## src/led_strip_fade_frame_engine_unit_defines.svh

```systemverilog
// Assertion macros shared by the frame engine RTL.
`ifndef LED_STRIP_FADE_FRAME_ENGINE_UNIT_DEFINES_SVH
`define LED_STRIP_FADE_FRAME_ENGINE_UNIT_DEFINES_SVH

// Plain property, sampled on the rising clock edge, off while in reset.
`define LSFE_ASSERT(lbl, clk, rst, prop, msg) \
   lbl: assert property (@(posedge clk) disable iff (rst) (prop)) else $error(msg);

// Antecedent in one cycle implies the consequent in the next.
`define LSFE_ASSERT_NEXT(lbl, clk, rst, ante, cons, msg) \
   lbl: assert property (@(posedge clk) disable iff (rst) (ante) |=> (cons)) else $error(msg);

`endif

```

## src/lsfe_pkg.sv

```systemverilog
package lsfe_pkg;

   localparam int PIXEL_COUNT_DEF = 8;

   localparam logic [31:0] PIXEL_RESET_WORD = 32'h0000_0003;
   localparam logic [7:0]  HEADER_BASE      = 8'hE0;

   typedef enum logic [2:0] {
      FN_WRITE_CUR = 3'd0,
      FN_WRITE_TGT = 3'd1,
      FN_FADE      = 3'd2,
      FN_RISE      = 3'd3,
      FN_XFADE     = 3'd4,
      FN_SHOW      = 3'd5
   } func_type;

   typedef enum logic [2:0] {
      ST_IDLE,
      ST_UPD_RD,
      ST_UPD_CALC,
      ST_UPD_DIV,
      ST_UPD_WR,
      ST_EMIT_PRE,
      ST_EMIT_RD,
      ST_EMIT_OUT
   } state_type;

   typedef enum logic [1:0] {
      SEL_HDR = 2'd0,
      SEL_B   = 2'd1,
      SEL_G   = 2'd2,
      SEL_R   = 2'd3
   } byte_sel_type;

endpackage

```

## src/led_strip_fade_frame_engine_unit.sv

```systemverilog
// LED strip fade and frame engine. Holds a current and a target store of PIXEL_COUNT
// pixel words (R, G, B, brightness) in two synchronous RAMs, each with one write port and
// one registered read port; entries read as 0x00000003 until first written (per-entry
// valid flops, no clearing pass after reset). Write items are done in the idle state.
// Step items walk the pixels through a read-modify-write loop on the current RAM: fade
// and rise read, then write back; crossfade reads, loads, runs three parallel radix-2
// restoring dividers, then writes back. Every step and show item then emits a frame of
// 4 + 4*PIXEL_COUNT bytes at one byte per cycle while rsp_ready is high, plus one RAM
// read per pixel. One item is in work at a time; req_ready is high only between items.
`include "led_strip_fade_frame_engine_unit_defines.svh"

module led_strip_fade_frame_engine_unit
   import lsfe_pkg::*;
#(
   parameter int PIXEL_COUNT = PIXEL_COUNT_DEF
) (
   input  logic        clock,
   input  logic        reset,
   input  logic        req_valid,
   output logic        req_ready,
   input  logic [2:0]  req_func,
   input  logic [2:0]  req_pixel_index,
   input  logic [31:0] req_pixel_word,
   input  logic [7:0]  req_step_value,
   output logic        rsp_valid,
   input  logic        rsp_ready,
   output logic [7:0]  rsp_out_byte,
   output logic        rsp_last,
   output logic        rsp_faded_out
);

   localparam int AW = (PIXEL_COUNT > 1) ? $clog2(PIXEL_COUNT) : 1;
   localparam logic [AW-1:0] LAST_PIX = AW'(PIXEL_COUNT - 1);

   state_type       state_ff, state_in;
   func_type        func_ff;
   logic [7:0]      sv_ff;
   logic [AW-1:0]   pix_ff;
   logic [1:0]      sel_ff;
   logic [2:0]      div_cnt_ff;
   logic            dark_ff;

   logic [31:0]     cur_mem_ff [PIXEL_COUNT];
   logic [31:0]     tgt_mem_ff [PIXEL_COUNT];
   logic [PIXEL_COUNT-1:0] cur_vld_ff, tgt_vld_ff;
   logic [31:0]     cur_q_ff, tgt_q_ff;
   logic            cur_ok_ff, tgt_ok_ff;

   logic [7:0]      dvd_ff [3];
   logic [7:0]      rem_ff [3];
   logic [7:0]      quo_ff [3];

   logic            rsp_valid_ff;
   logic [7:0]      rsp_byte_ff;
   logic            rsp_last_ff;
   logic            rsp_flag_ff;

   logic            req_take, load_ok, pix_last;
   logic            rd_en, cur_we, tgt_we, load_out;
   logic [AW-1:0]   cur_wa, tgt_wa;
   logic [31:0]     cur_wd;
   logic [7:0]      out_byte_nx;
   logic            out_last_nx;
   logic            idx_ok;

   logic [31:0]     cur_w, tgt_w;
   logic [7:0]      divisor;
   logic [2:0]      fade_b;
   logic [2:0]      mix_b;
   logic [7:0]      cl [3];
   logic [7:0]      tl [3];
   logic [7:0]      diff_l [3];
   logic [7:0]      mov_l [3];
   logic [8:0]      trial [3];

   assign req_ready     = (state_ff == ST_IDLE);
   assign req_take      = req_valid && req_ready;
   assign load_ok       = !rsp_valid_ff || rsp_ready;
   assign pix_last      = (pix_ff == LAST_PIX);
   assign idx_ok        = int'(req_pixel_index) < PIXEL_COUNT;

   assign rsp_valid     = rsp_valid_ff;
   assign rsp_out_byte  = rsp_byte_ff;
   assign rsp_last      = rsp_last_ff;
   assign rsp_faded_out = rsp_flag_ff;

   // Entries never written read as the reset word.
   assign cur_w   = cur_ok_ff ? cur_q_ff : PIXEL_RESET_WORD;
   assign tgt_w   = tgt_ok_ff ? tgt_q_ff : PIXEL_RESET_WORD;
   assign divisor = (sv_ff == 8'd0) ? 8'd1 : sv_ff;

   always_comb begin
      fade_b = (cur_w[2:0] != 3'd0) ? cur_w[2:0] - 3'd1 : 3'd0;
      if (cur_w[2:0] > tgt_w[2:0]) begin
         mix_b = cur_w[2:0] - 3'd1;
      end else if (cur_w[2:0] < tgt_w[2:0]) begin
         mix_b = cur_w[2:0] + 3'd1;
      end else begin
         mix_b = cur_w[2:0];
      end
      for (int l = 0; l < 3; l++) begin
         cl[l]     = cur_w[8*(l+1) +: 8];
         tl[l]     = tgt_w[8*(l+1) +: 8];
         diff_l[l] = (cl[l] > tl[l]) ? cl[l] - tl[l] : tl[l] - cl[l];
         mov_l[l]  = (cl[l] > tl[l]) ? cl[l] - quo_ff[l] : cl[l] + quo_ff[l];
         trial[l]  = {rem_ff[l], dvd_ff[l][7]};
      end
   end

   // Next state
   always_comb begin
      state_in = state_ff;
      case (state_ff)
         ST_IDLE: begin
            if (req_take) begin
               case (func_type'(req_func))
                  FN_FADE, FN_RISE, FN_XFADE: state_in = ST_UPD_RD;
                  FN_SHOW:                    state_in = ST_EMIT_PRE;
                  default:                    state_in = ST_IDLE;
               endcase
            end
         end
         ST_UPD_RD: state_in = ST_UPD_CALC;
         ST_UPD_CALC: begin
            if (func_ff == FN_XFADE) begin
               state_in = ST_UPD_DIV;
            end else begin
               state_in = pix_last ? ST_EMIT_PRE : ST_UPD_RD;
            end
         end
         ST_UPD_DIV: begin
            if (div_cnt_ff == 3'd7) begin
               state_in = ST_UPD_WR;
            end
         end
         ST_UPD_WR: state_in = pix_last ? ST_EMIT_PRE : ST_UPD_RD;
         ST_EMIT_PRE: begin
            if (load_ok && sel_ff == SEL_R) begin
               state_in = ST_EMIT_RD;
            end
         end
         ST_EMIT_RD: state_in = ST_EMIT_OUT;
         ST_EMIT_OUT: begin
            if (load_ok && sel_ff == SEL_R) begin
               state_in = pix_last ? ST_IDLE : ST_EMIT_RD;
            end
         end
         default: state_in = ST_IDLE;
      endcase
   end

   // Outputs of the sequencer
   always_comb begin
      rd_en       = 1'b0;
      cur_we      = 1'b0;
      tgt_we      = 1'b0;
      cur_wa      = pix_ff;
      tgt_wa      = AW'(req_pixel_index);
      cur_wd      = req_pixel_word;
      load_out    = 1'b0;
      out_byte_nx = 8'd0;
      out_last_nx = 1'b0;
      case (state_ff)
         ST_IDLE: begin
            if (req_take && idx_ok) begin
               cur_wa = AW'(req_pixel_index);
               cur_we = (func_type'(req_func) == FN_WRITE_CUR);
               tgt_we = (func_type'(req_func) == FN_WRITE_TGT);
            end
         end
         ST_UPD_RD, ST_EMIT_RD: rd_en = 1'b1;
         ST_UPD_CALC: begin
            if (func_ff == FN_FADE) begin
               cur_we = 1'b1;
               cur_wd = {cur_w[31:8], 5'd0, fade_b};
            end else if (func_ff == FN_RISE) begin
               cur_we = 1'b1;
               cur_wd = {cur_w[31:8], sv_ff};
            end
         end
         ST_UPD_WR: begin
            cur_we = 1'b1;
            cur_wd = {mov_l[2], mov_l[1], mov_l[0], 5'd0, mix_b};
         end
         ST_EMIT_PRE: load_out = load_ok;
         ST_EMIT_OUT: begin
            load_out    = load_ok;
            out_last_nx = pix_last && (sel_ff == SEL_R);
            case (byte_sel_type'(sel_ff))
               SEL_HDR: out_byte_nx = HEADER_BASE | {3'd0, cur_w[4:0]};
               SEL_B:   out_byte_nx = cur_w[15:8];
               SEL_G:   out_byte_nx = cur_w[23:16];
               SEL_R:   out_byte_nx = cur_w[31:24];
               default: out_byte_nx = 8'd0;
            endcase
         end
         default: ;
      endcase
   end

   // Pixel RAMs: one write port, one registered read port each
   always_ff @(posedge clock) begin
      if (cur_we) begin
         cur_mem_ff[cur_wa] <= cur_wd;
      end
      if (tgt_we) begin
         tgt_mem_ff[tgt_wa] <= req_pixel_word;
      end
      if (rd_en) begin
         cur_q_ff <= cur_mem_ff[pix_ff];
         tgt_q_ff <= tgt_mem_ff[pix_ff];
      end
   end

   always_ff @(posedge clock) begin
      if (reset) begin
         cur_vld_ff <= '0;
         tgt_vld_ff <= '0;
         cur_ok_ff  <= 1'b0;
         tgt_ok_ff  <= 1'b0;
      end else begin
         if (cur_we) begin
            cur_vld_ff[cur_wa] <= 1'b1;
         end
         if (tgt_we) begin
            tgt_vld_ff[tgt_wa] <= 1'b1;
         end
         if (rd_en) begin
            cur_ok_ff <= cur_vld_ff[pix_ff];
            tgt_ok_ff <= tgt_vld_ff[pix_ff];
         end
      end
   end

   // Control registers
   always_ff @(posedge clock) begin
      if (reset) begin
         state_ff     <= ST_IDLE;
         rsp_valid_ff <= 1'b0;
      end else begin
         state_ff <= state_in;
         if (load_out) begin
            rsp_valid_ff <= 1'b1;
         end else if (rsp_ready) begin
            rsp_valid_ff <= 1'b0;
         end
      end
   end

   // Item context, counters and the crossfade dividers
   always_ff @(posedge clock) begin
      case (state_ff)
         ST_IDLE: begin
            if (req_take) begin
               func_ff    <= func_type'(req_func);
               sv_ff      <= req_step_value;
               dark_ff    <= (func_type'(req_func) == FN_FADE);
               pix_ff     <= '0;
               sel_ff     <= SEL_HDR;
               div_cnt_ff <= 3'd0;
            end
         end
         ST_UPD_CALC: begin
            if (func_ff == FN_XFADE) begin
               for (int l = 0; l < 3; l++) begin
                  dvd_ff[l] <= diff_l[l];
                  rem_ff[l] <= 8'd0;
                  quo_ff[l] <= 8'd0;
               end
            end else begin
               if (func_ff == FN_FADE && fade_b != 3'd0) begin
                  dark_ff <= 1'b0;
               end
               pix_ff <= pix_last ? '0 : pix_ff + AW'(1);
            end
         end
         ST_UPD_DIV: begin
            div_cnt_ff <= div_cnt_ff + 3'd1;
            for (int l = 0; l < 3; l++) begin
               dvd_ff[l] <= {dvd_ff[l][6:0], 1'b0};
               if (trial[l] >= {1'b0, divisor}) begin
                  rem_ff[l] <= 8'(trial[l] - {1'b0, divisor});
                  quo_ff[l] <= {quo_ff[l][6:0], 1'b1};
               end else begin
                  rem_ff[l] <= trial[l][7:0];
                  quo_ff[l] <= {quo_ff[l][6:0], 1'b0};
               end
            end
         end
         ST_UPD_WR: pix_ff <= pix_last ? '0 : pix_ff + AW'(1);
         ST_EMIT_PRE: begin
            if (load_ok) begin
               sel_ff <= sel_ff + 2'd1;
            end
         end
         ST_EMIT_OUT: begin
            if (load_ok) begin
               sel_ff <= sel_ff + 2'd1;
               if (sel_ff == SEL_R) begin
                  pix_ff <= pix_ff + AW'(1);
               end
            end
         end
         default: ;
      endcase
   end

   // Output register payload
   always_ff @(posedge clock) begin
      if (load_out) begin
         rsp_byte_ff <= out_byte_nx;
         rsp_last_ff <= out_last_nx;
         rsp_flag_ff <= dark_ff && (func_ff == FN_FADE);
      end
   end

   `LSFE_ASSERT(a_wr_states, clock, reset, !cur_we || state_ff == ST_IDLE || state_ff == ST_UPD_CALC || state_ff == ST_UPD_WR, "current store written outside a write slot")
   `LSFE_ASSERT_NEXT(a_div_to_wr, clock, reset, state_ff == ST_UPD_DIV && div_cnt_ff == 3'd7, state_ff == ST_UPD_WR, "divider did not hand over to write back")
   `LSFE_ASSERT(a_last_alone, clock, reset, !(rsp_valid_ff && rsp_last_ff) || (state_ff != ST_EMIT_RD && state_ff != ST_EMIT_OUT), "frame still emitting after its last byte")

endmodule
```

## config.mk

```make
export PLATFORM = sky130hd
export DESIGN_NAME = led_strip_fade_frame_engine_unit
export DESIGN_NICKNAME = d
export VERILOG_FILES = /design/src/lsfe_pkg.sv /design/src/led_strip_fade_frame_engine_unit.sv
export VERILOG_INCLUDE_DIRS = /design/src /design/src/src
export SDC_FILE = /design/constraint.sdc
export NUM_CORES = 1
export LEC_CHECK = 0
export CAP_MARGIN = 25
export CORE_UTILIZATION = 60
export CTS_BUF_LIST = sky130_fd_sc_hd__clkbuf_16
export CTS_CLUSTER_SIZE = 30
export DETAILED_ROUTE_END_ITERATION = 10
export DONT_BUFFER_PORTS = 1
export GPL_TIMING_DRIVEN = 0
export HOLD_SLACK_MARGIN = 0.15
export PLACE_DENSITY = 0.76
export SYNTH_ARGS = -nofsm -noshare
export SYNTH_HDL_FRONTEND = slang
export SYNTH_SLANG_ARGS = --single-unit
export TNS_END_PERCENT = 20
```

## constraint.sdc

```tcl
create_clock -name clock -period 10.9 [get_ports clock]
set_clock_uncertainty 0.05 [all_clocks]
set_input_delay 0.545 -clock clock [delete_from_list [all_inputs] [get_ports clock]]
set_output_delay 0.545 -clock clock [all_outputs]
set_load 0.01 [all_outputs]
```

# Yosys cells after proc, flatten, opt, wreduce, memory -nomap -nowiden
# Memories as Yosys holds them, arrays and structs flattened. A register that Yosys moved wholly into a read port is not among the register bits.
# Index checks and enable logic that the tools add are counted.
[word_totals] regBits=52 mem_bits_rw=584 word_cells=229 mem_count=5 out_inout_bits=12 input_bits=50
[memory_table] name="cur_mem_ff" depth=8 word_bits=32 rd=1 rd_clocked_by_memory_dff=1 write_ports=1 line_no="led_strip_fade_frame_engine_unit.sv:43" rtl="logic [31:0] cur_mem_ff [PIXEL_COUNT];"
[memory_table] name="tgt_mem_ff" depth=8 word_bits=32 rd=1 rd_clocked_by_memory_dff=1 write_ports=1 line_no="led_strip_fade_frame_engine_unit.sv:44" rtl="logic [31:0] tgt_mem_ff [PIXEL_COUNT];"
[memory_table] name="dvd_ff" depth=3 word_bits=8 rd=3 rd_clocked_by_memory_dff=0 write_ports=3 line_no="led_strip_fade_frame_engine_unit.sv:49" rtl="logic [7:0] dvd_ff [3];"
[memory_table] name="quo_ff" depth=3 word_bits=8 rd=3 rd_clocked_by_memory_dff=0 write_ports=3 line_no="led_strip_fade_frame_engine_unit.sv:51" rtl="logic [7:0] quo_ff [3];"
[memory_table] name="rem_ff" depth=3 word_bits=8 rd=3 rd_clocked_by_memory_dff=0 write_ports=3 line_no="led_strip_fade_frame_engine_unit.sv:50" rtl="logic [7:0] rem_ff [3];"
[classes] n_addsub=20 muxes=101 n_lt_le_gt_ge=13 reduce_logical=29 n_eq_ne=29 bitwise=17
[ops] op="8-bit two-way mux" count=22
[ops] op="32-bit two-way mux" count=4
[ops] op="8-bit subtractor" count=12
[ops] op="32-bit case mux with 2 select lines" count=1
[ops] op="3-bit two-way mux" count=17
[ops] op="1-bit two-way mux" count=43
[ops] op="8-bit case mux with 4 select lines" count=1
[ops] op="3-bit == test (second input constant)" count=9
[ops] op="9-bit by 8-bit >= comparator with 1-bit output" count=3
[ops] op="8-bit adder" count=3
[ops] op="8-bit greater-than comparator" count=3
[ops] op="3-bit case mux with 8 select lines" count=1
[ops] op="3-bit by 2-bit == test with 1-bit output (second input constant)" count=6
[ops] op="8-bit bitwise OR" count=2
[ops] op="1-bit bitwise OR" count=15
[ops] op="2-bit != test (second input constant)" count=7
[ops] op="3-bit by 4-bit < comparator with 1-bit output (second input constant)" count=3
[ops] op="3-bit case mux with 2 select lines" count=2
[ops] op="3-bit case mux with 4 select lines" count=1
[ops] op="3-bit by 1-bit adder with 3-bit output (second input constant)" count=3
[ops] op="8-bit logical NOT" count=1
[ops] op="4-bit AND reduction" count=2
[ops] op="2-bit nonzero test" count=4
[ops] op="1-bit logical AND" count=7
[ops] op="26 further kinds" count=37

# Logic depth before layout (Yosys ltp)
[depth] ltp_word=9 depth_mapped=21

# Worst setup path before layout
# OpenSTA, ideal clock, no wires.
[synth_path] path_type="register -> register" startpoint="register cur_ok_ff" endpoint="memory cur_mem_ff[0][21], data pin" stages_incl_launch_ff=21 setup_slack_ns=5.967 path_buffers=3 t_arrival_ns=4.599 required_ns=10.566 path_cell_list="dfxtp_1 -> clkbuf_1 -> clkbuf_1 -> nand2_1 -> ha_1 -> inv_1 -> fa_1 -> maj3_2 -> a2111o_1 -> nand2_1 -> buf_4 -> mux2_2 -> ha_1 -> a21oi_1 -> nand2_1 -> nand4_1 -> nor3_1 -> a311oi_1 -> nand2_1 -> xor2_1 -> a221o_1"
[synth_between] elab_chain_len=4 elab_cells_between_ends=8
[synth_lines] item="start, declared" line_no="led_strip_fade_frame_engine_unit.sv:47" rtl="logic cur_ok_ff, tgt_ok_ff;"
[synth_lines] item="start signal, assigned" line_no="led_strip_fade_frame_engine_unit.sv:229" rtl="cur_ok_ff <= cur_vld_ff[pix_ff];"
[synth_lines] item="32-bit two-way mux (*)" line_no="led_strip_fade_frame_engine_unit.sv:88" rtl="assign cur_w = cur_ok_ff ? cur_q_ff : PIXEL_RESET_WORD;"
[synth_lines] item="8-bit adder, or another cell as far along" line_no="led_strip_fade_frame_engine_unit.sv:105" rtl="mov_l[l] = (cl[l] > tl[l]) ? cl[l] - quo_ff[l] : cl[l] + quo_ff[l];"
[synth_lines] item="8-bit two-way mux or 32-bit two-way mux (tied branches)" line_no="led_strip_fade_frame_engine_unit.sv:105, led_strip_fade_frame_engine_unit.sv:173"
[synth_lines] item="32-bit case mux with 2 select lines (*)" line_no="led_strip_fade_frame_engine_unit.sv:163" rtl="case (state_ff)"
[synth_lines] item="named net cur_wd[21]" line_no="led_strip_fade_frame_engine_unit.sv:61" rtl="logic [31:0] cur_wd;"
[synth_lines] item="end, declared" line_no="led_strip_fade_frame_engine_unit.sv:43"
# Mark *: on every way through the listed nets, which the timed path passes. The rest lies on a longest branch.

# Worst setup path after layout
[layout_path] startpoint="register cur_ok_ff" endpoint="memory cur_mem_ff[0][23], data pin"
# The elaborated chain is that of the path after synthesis.

==> impl_metrics.json <==
{
  "synth_top_flop_cell": "edfxtp_1",
  "ys_warn_count": 0,
  "worst-setup-path-type": "reg -> reg",
  "vias": 18942,
  "drive_gt1_share_pct": 13.3,
  "firstDrtPassIters": 6,
  "globalplace.congestion": 0.984,
  "tightest_slew_ns": 1.04,
  "drt_iter0_markers": 2453,
  "dp_slack_ns": 3.95,
  "async_reset_ff_share_pct": 0,
  "syn_avg_cell_area_um2": 14.1,
  "synth_edf_count": 605,
  "htree_num_levels": 3,
  "critPathLaunchType": "register",
  "grt_use_total_pct": 33.1,
  "insertion_delay_ns": 0.62,
  "overflow": 0,
  "synth_cells": 2086,
  "fin_ws_ns": 3.68,
  "status": "finished, final reports clean",
  "cpPeakStageDelay_ns": 0.64,
  "floorplan.rows": 80,
  "portBuffers": 0,
  "path_common_cell": "nand2_1",
  "cp_cell_sequence": "clkbuf_1 -> clkbuf_1 -> nand2_1 -> inv_1 -> ha_1 -> o21ai_0 -> nor2_1 -> a2111o_1 -> nand2_1 -> buf_4 -> mux2_2 -> ha_1 -> a21oi_1 -> nand2_1 -> nand4_1 -> nor3_1 -> a311oi_1 -> a31o_2 -> xnor2_1 -> o221ai_1",
  "yosysTopAreaCell": "edfxtp_1",
  "leakagePower_uw": 0.0119,
  "io_pins": 62,
  "fmax_mhz": 139,
  "cts_buffers": 66,
  "dp_hpwl_um": 55400,
  "synth-seq-cells": 628,
  "finalCritPeriodShare_pct": 66.2,
  "initial_core_util_pct": 61.2,
  "wl_per_cell_um": 27.8,
  "synth.cell_area_um2": 29400,
  "die_area_um2": 49900,
  "layout_common_cells": "edfxtp_1, nand2_1, nor2_1, mux4_2, inv_1",
  "grt_antenna_before_repair": 3,
  "maxSlewHeadroom_pct": 29.9,
  "clk_pin_slew_ns": 0.06,
  "grt_setup_unrepaired": "false",
  "cts_buffer_depth": 3,
  "worst-path-max-fanout": 10,
  "ant_nets": 0,
  "clock_sinks": 628,
  "drc": 0,
  "peakVddDrop_uv": 175,
  "cts_root_buffer": "clkbuf_16",
  "netlist.area_leader.share_pct": 61.8,
  "nNetsFinal": 2392,
  "setup_viol_count_final": 0,
  "fin_crit_ns": 7.22,
  "syn2layout_area_growth_pct": 13.4,
  "synth_nets": 2249,
  "grt_pass1_vias": 19035,
  "slew_viol_final": 0,
  "hold_class": "in -> reg",
  "drt-total-wl_um": 80600,
  "crit_family": "compound AO/OA/AOI/OAI gates",
  "die_y_um": 223,
  "viasPerCell": 6.54,
  "end_kind": "register",
  "cp.arrival_ns": 7.49,
  "cts_tree": "done",
  "p_per_area_nw_per_um2": 315,
  "synth_seq_area_share_pct": 63.4,
  "cp_data_required_time_ns": 11.17,
  "cp_slowest_cell": "dfxtp_1",
  "tns_ns": 0,
  "chipWidth_um": 223,
  "maxCapViolations": 0,
  "fillers": 3181,
  "final_common_cell": "edfxtp_1",
  "synth.area.top_cells": "edfxtp_1, mux4_2, ha_1",
  "core_um2": 48000,
  "path_buf_inv": 4,
  "grt_pass1_wl_um": 119000,
  "finalHoldViolCount": 0,
  "grt_max_degree": 34,
  "post-cts-setup-buffers": 0,
  "synth.distinct_cells": 80
}
synthesized netlist by cell type (6+ instances only):
library cell and n:
a211oi_1 16, nand2_1 310, nor3_1 30, nand2b_1 22
a21oi_1 64, nor3b_1 9, nor2_1 139, nor2b_1 15
o21a_1 9, mux2i_1 28, o21ai_0 60, o221ai_1 10
mux4_2 116, o22ai_1 8, o21bai_1 7, buf_1 22
xor2_1 18, clkbuf_1 65, nand4_1 12, ha_1 101
a21o_1 18, a311oi_1 6, xnor2_1 40, edfxtp_1 605
and3_1 24, inv_1 93, and2_1 21, mux2_2 19
fa_1 12, nor4b_1 6, o211ai_1 9, o31ai_1 13
dfxtp_1 23, a31oi_1 18, a221o_1 7, nand3_1 19
power by group:
group | internal [µW] | switching [µW] | total [µW]
Clock | 1220 | 943 | 2160
Sequential | 3220 | 142 | 3360
Combinational | 1920 | 3060 | 4990
cells by family after synthesis:
logic type	after synthesis	synth area share, %
mux	164	10.6
simple gates	637	9.72
flops	628	63.4
xor+xnor	59	1.80
fa+ha+maj	119	5.33
buf+inv	187	2.41
compound gates	292	6.76
area by class of cell:
type / instances / area (µm²) / area share (%)
Antenna cell: 7 / 17.5 / 0.0525
Buffer: 91 / 349 / 1.05
Clock buffer: 67 / 1680 / 5.03
Clock inverter: 48 / 372 / 1.11
Inverter: 96 / 360 / 1.08
Multi-Input combinational cell: 1271 / 10200 / 30.6
Sequential cell: 628 / 18600 / 55.9
Tap cell: 615 / 769 / 2.31
Timing Repair Buffer: 75 / 968 / 2.90
state kept, by name (all words and copies together) (netlist names), 2 cells and up:
register      cells
div_cnt_ff        3
tgt_vld_ff        8
quo_ff           24
state_ff          3
pix_ff            3
cur_vld_ff        8
cur_mem_ff      232
rsp_out_byte      8
func_ff           3
tgt_q_ff         27
rem_ff           24
dvd_ff           24
cur_q_ff         29
sv_ff             8
tgt_mem_ff      216
sel_ff            2
per-stage QoR:
step                      instances  util [%]  instance area, µm²  power [µW]  hold WS, ns
final                          2898      69.4               33300       10500        0.197
after global routing           2891      69.4               33300       11000        0.177
after CTS                      2886      69.2               33300       10400        0.179
after detailed placement       2729      64.1               30800        8220        0.409
after global placement         2701      62.8               30200        8060        0.393
after floorplan                2086         -               29400        6840        0.385
path summary, 6_finish.rpt:
check | start | end | slack, ns | cells after the start
min reg2reg | cur_vld_ff[0] | cur_vld_ff[0] | 0.43 | 2
min | rsp_ready | rsp_valid | 0.20 | 2
max | cur_ok_ff | cur_mem_ff[0][23] | 3.68 | 20
max reg2reg | cur_ok_ff | cur_mem_ff[0][23] | 3.68 | 20
metal layers:
metal  routed length (µm)  global-route usage, %  part of all wire, %
met1                31200                   44.0                   39
met2                37900                   52.7                   47
met3                 7900                   7.47                  9.8
met4                 3620                   14.8                  4.5
met5                   28                      0                0.035
timing repair:
| item | 4_1_cts | 5_1_grt |
|---|---|---|
| hold buffers | 42 | 0 |
| setup endpoints to repair | 0 | 0 |
| gates resized for setup | 0 | 0 |
| hold endpoints to repair | 234 | 0 |
No activity file was read; power rests on OpenSTA's default activity.
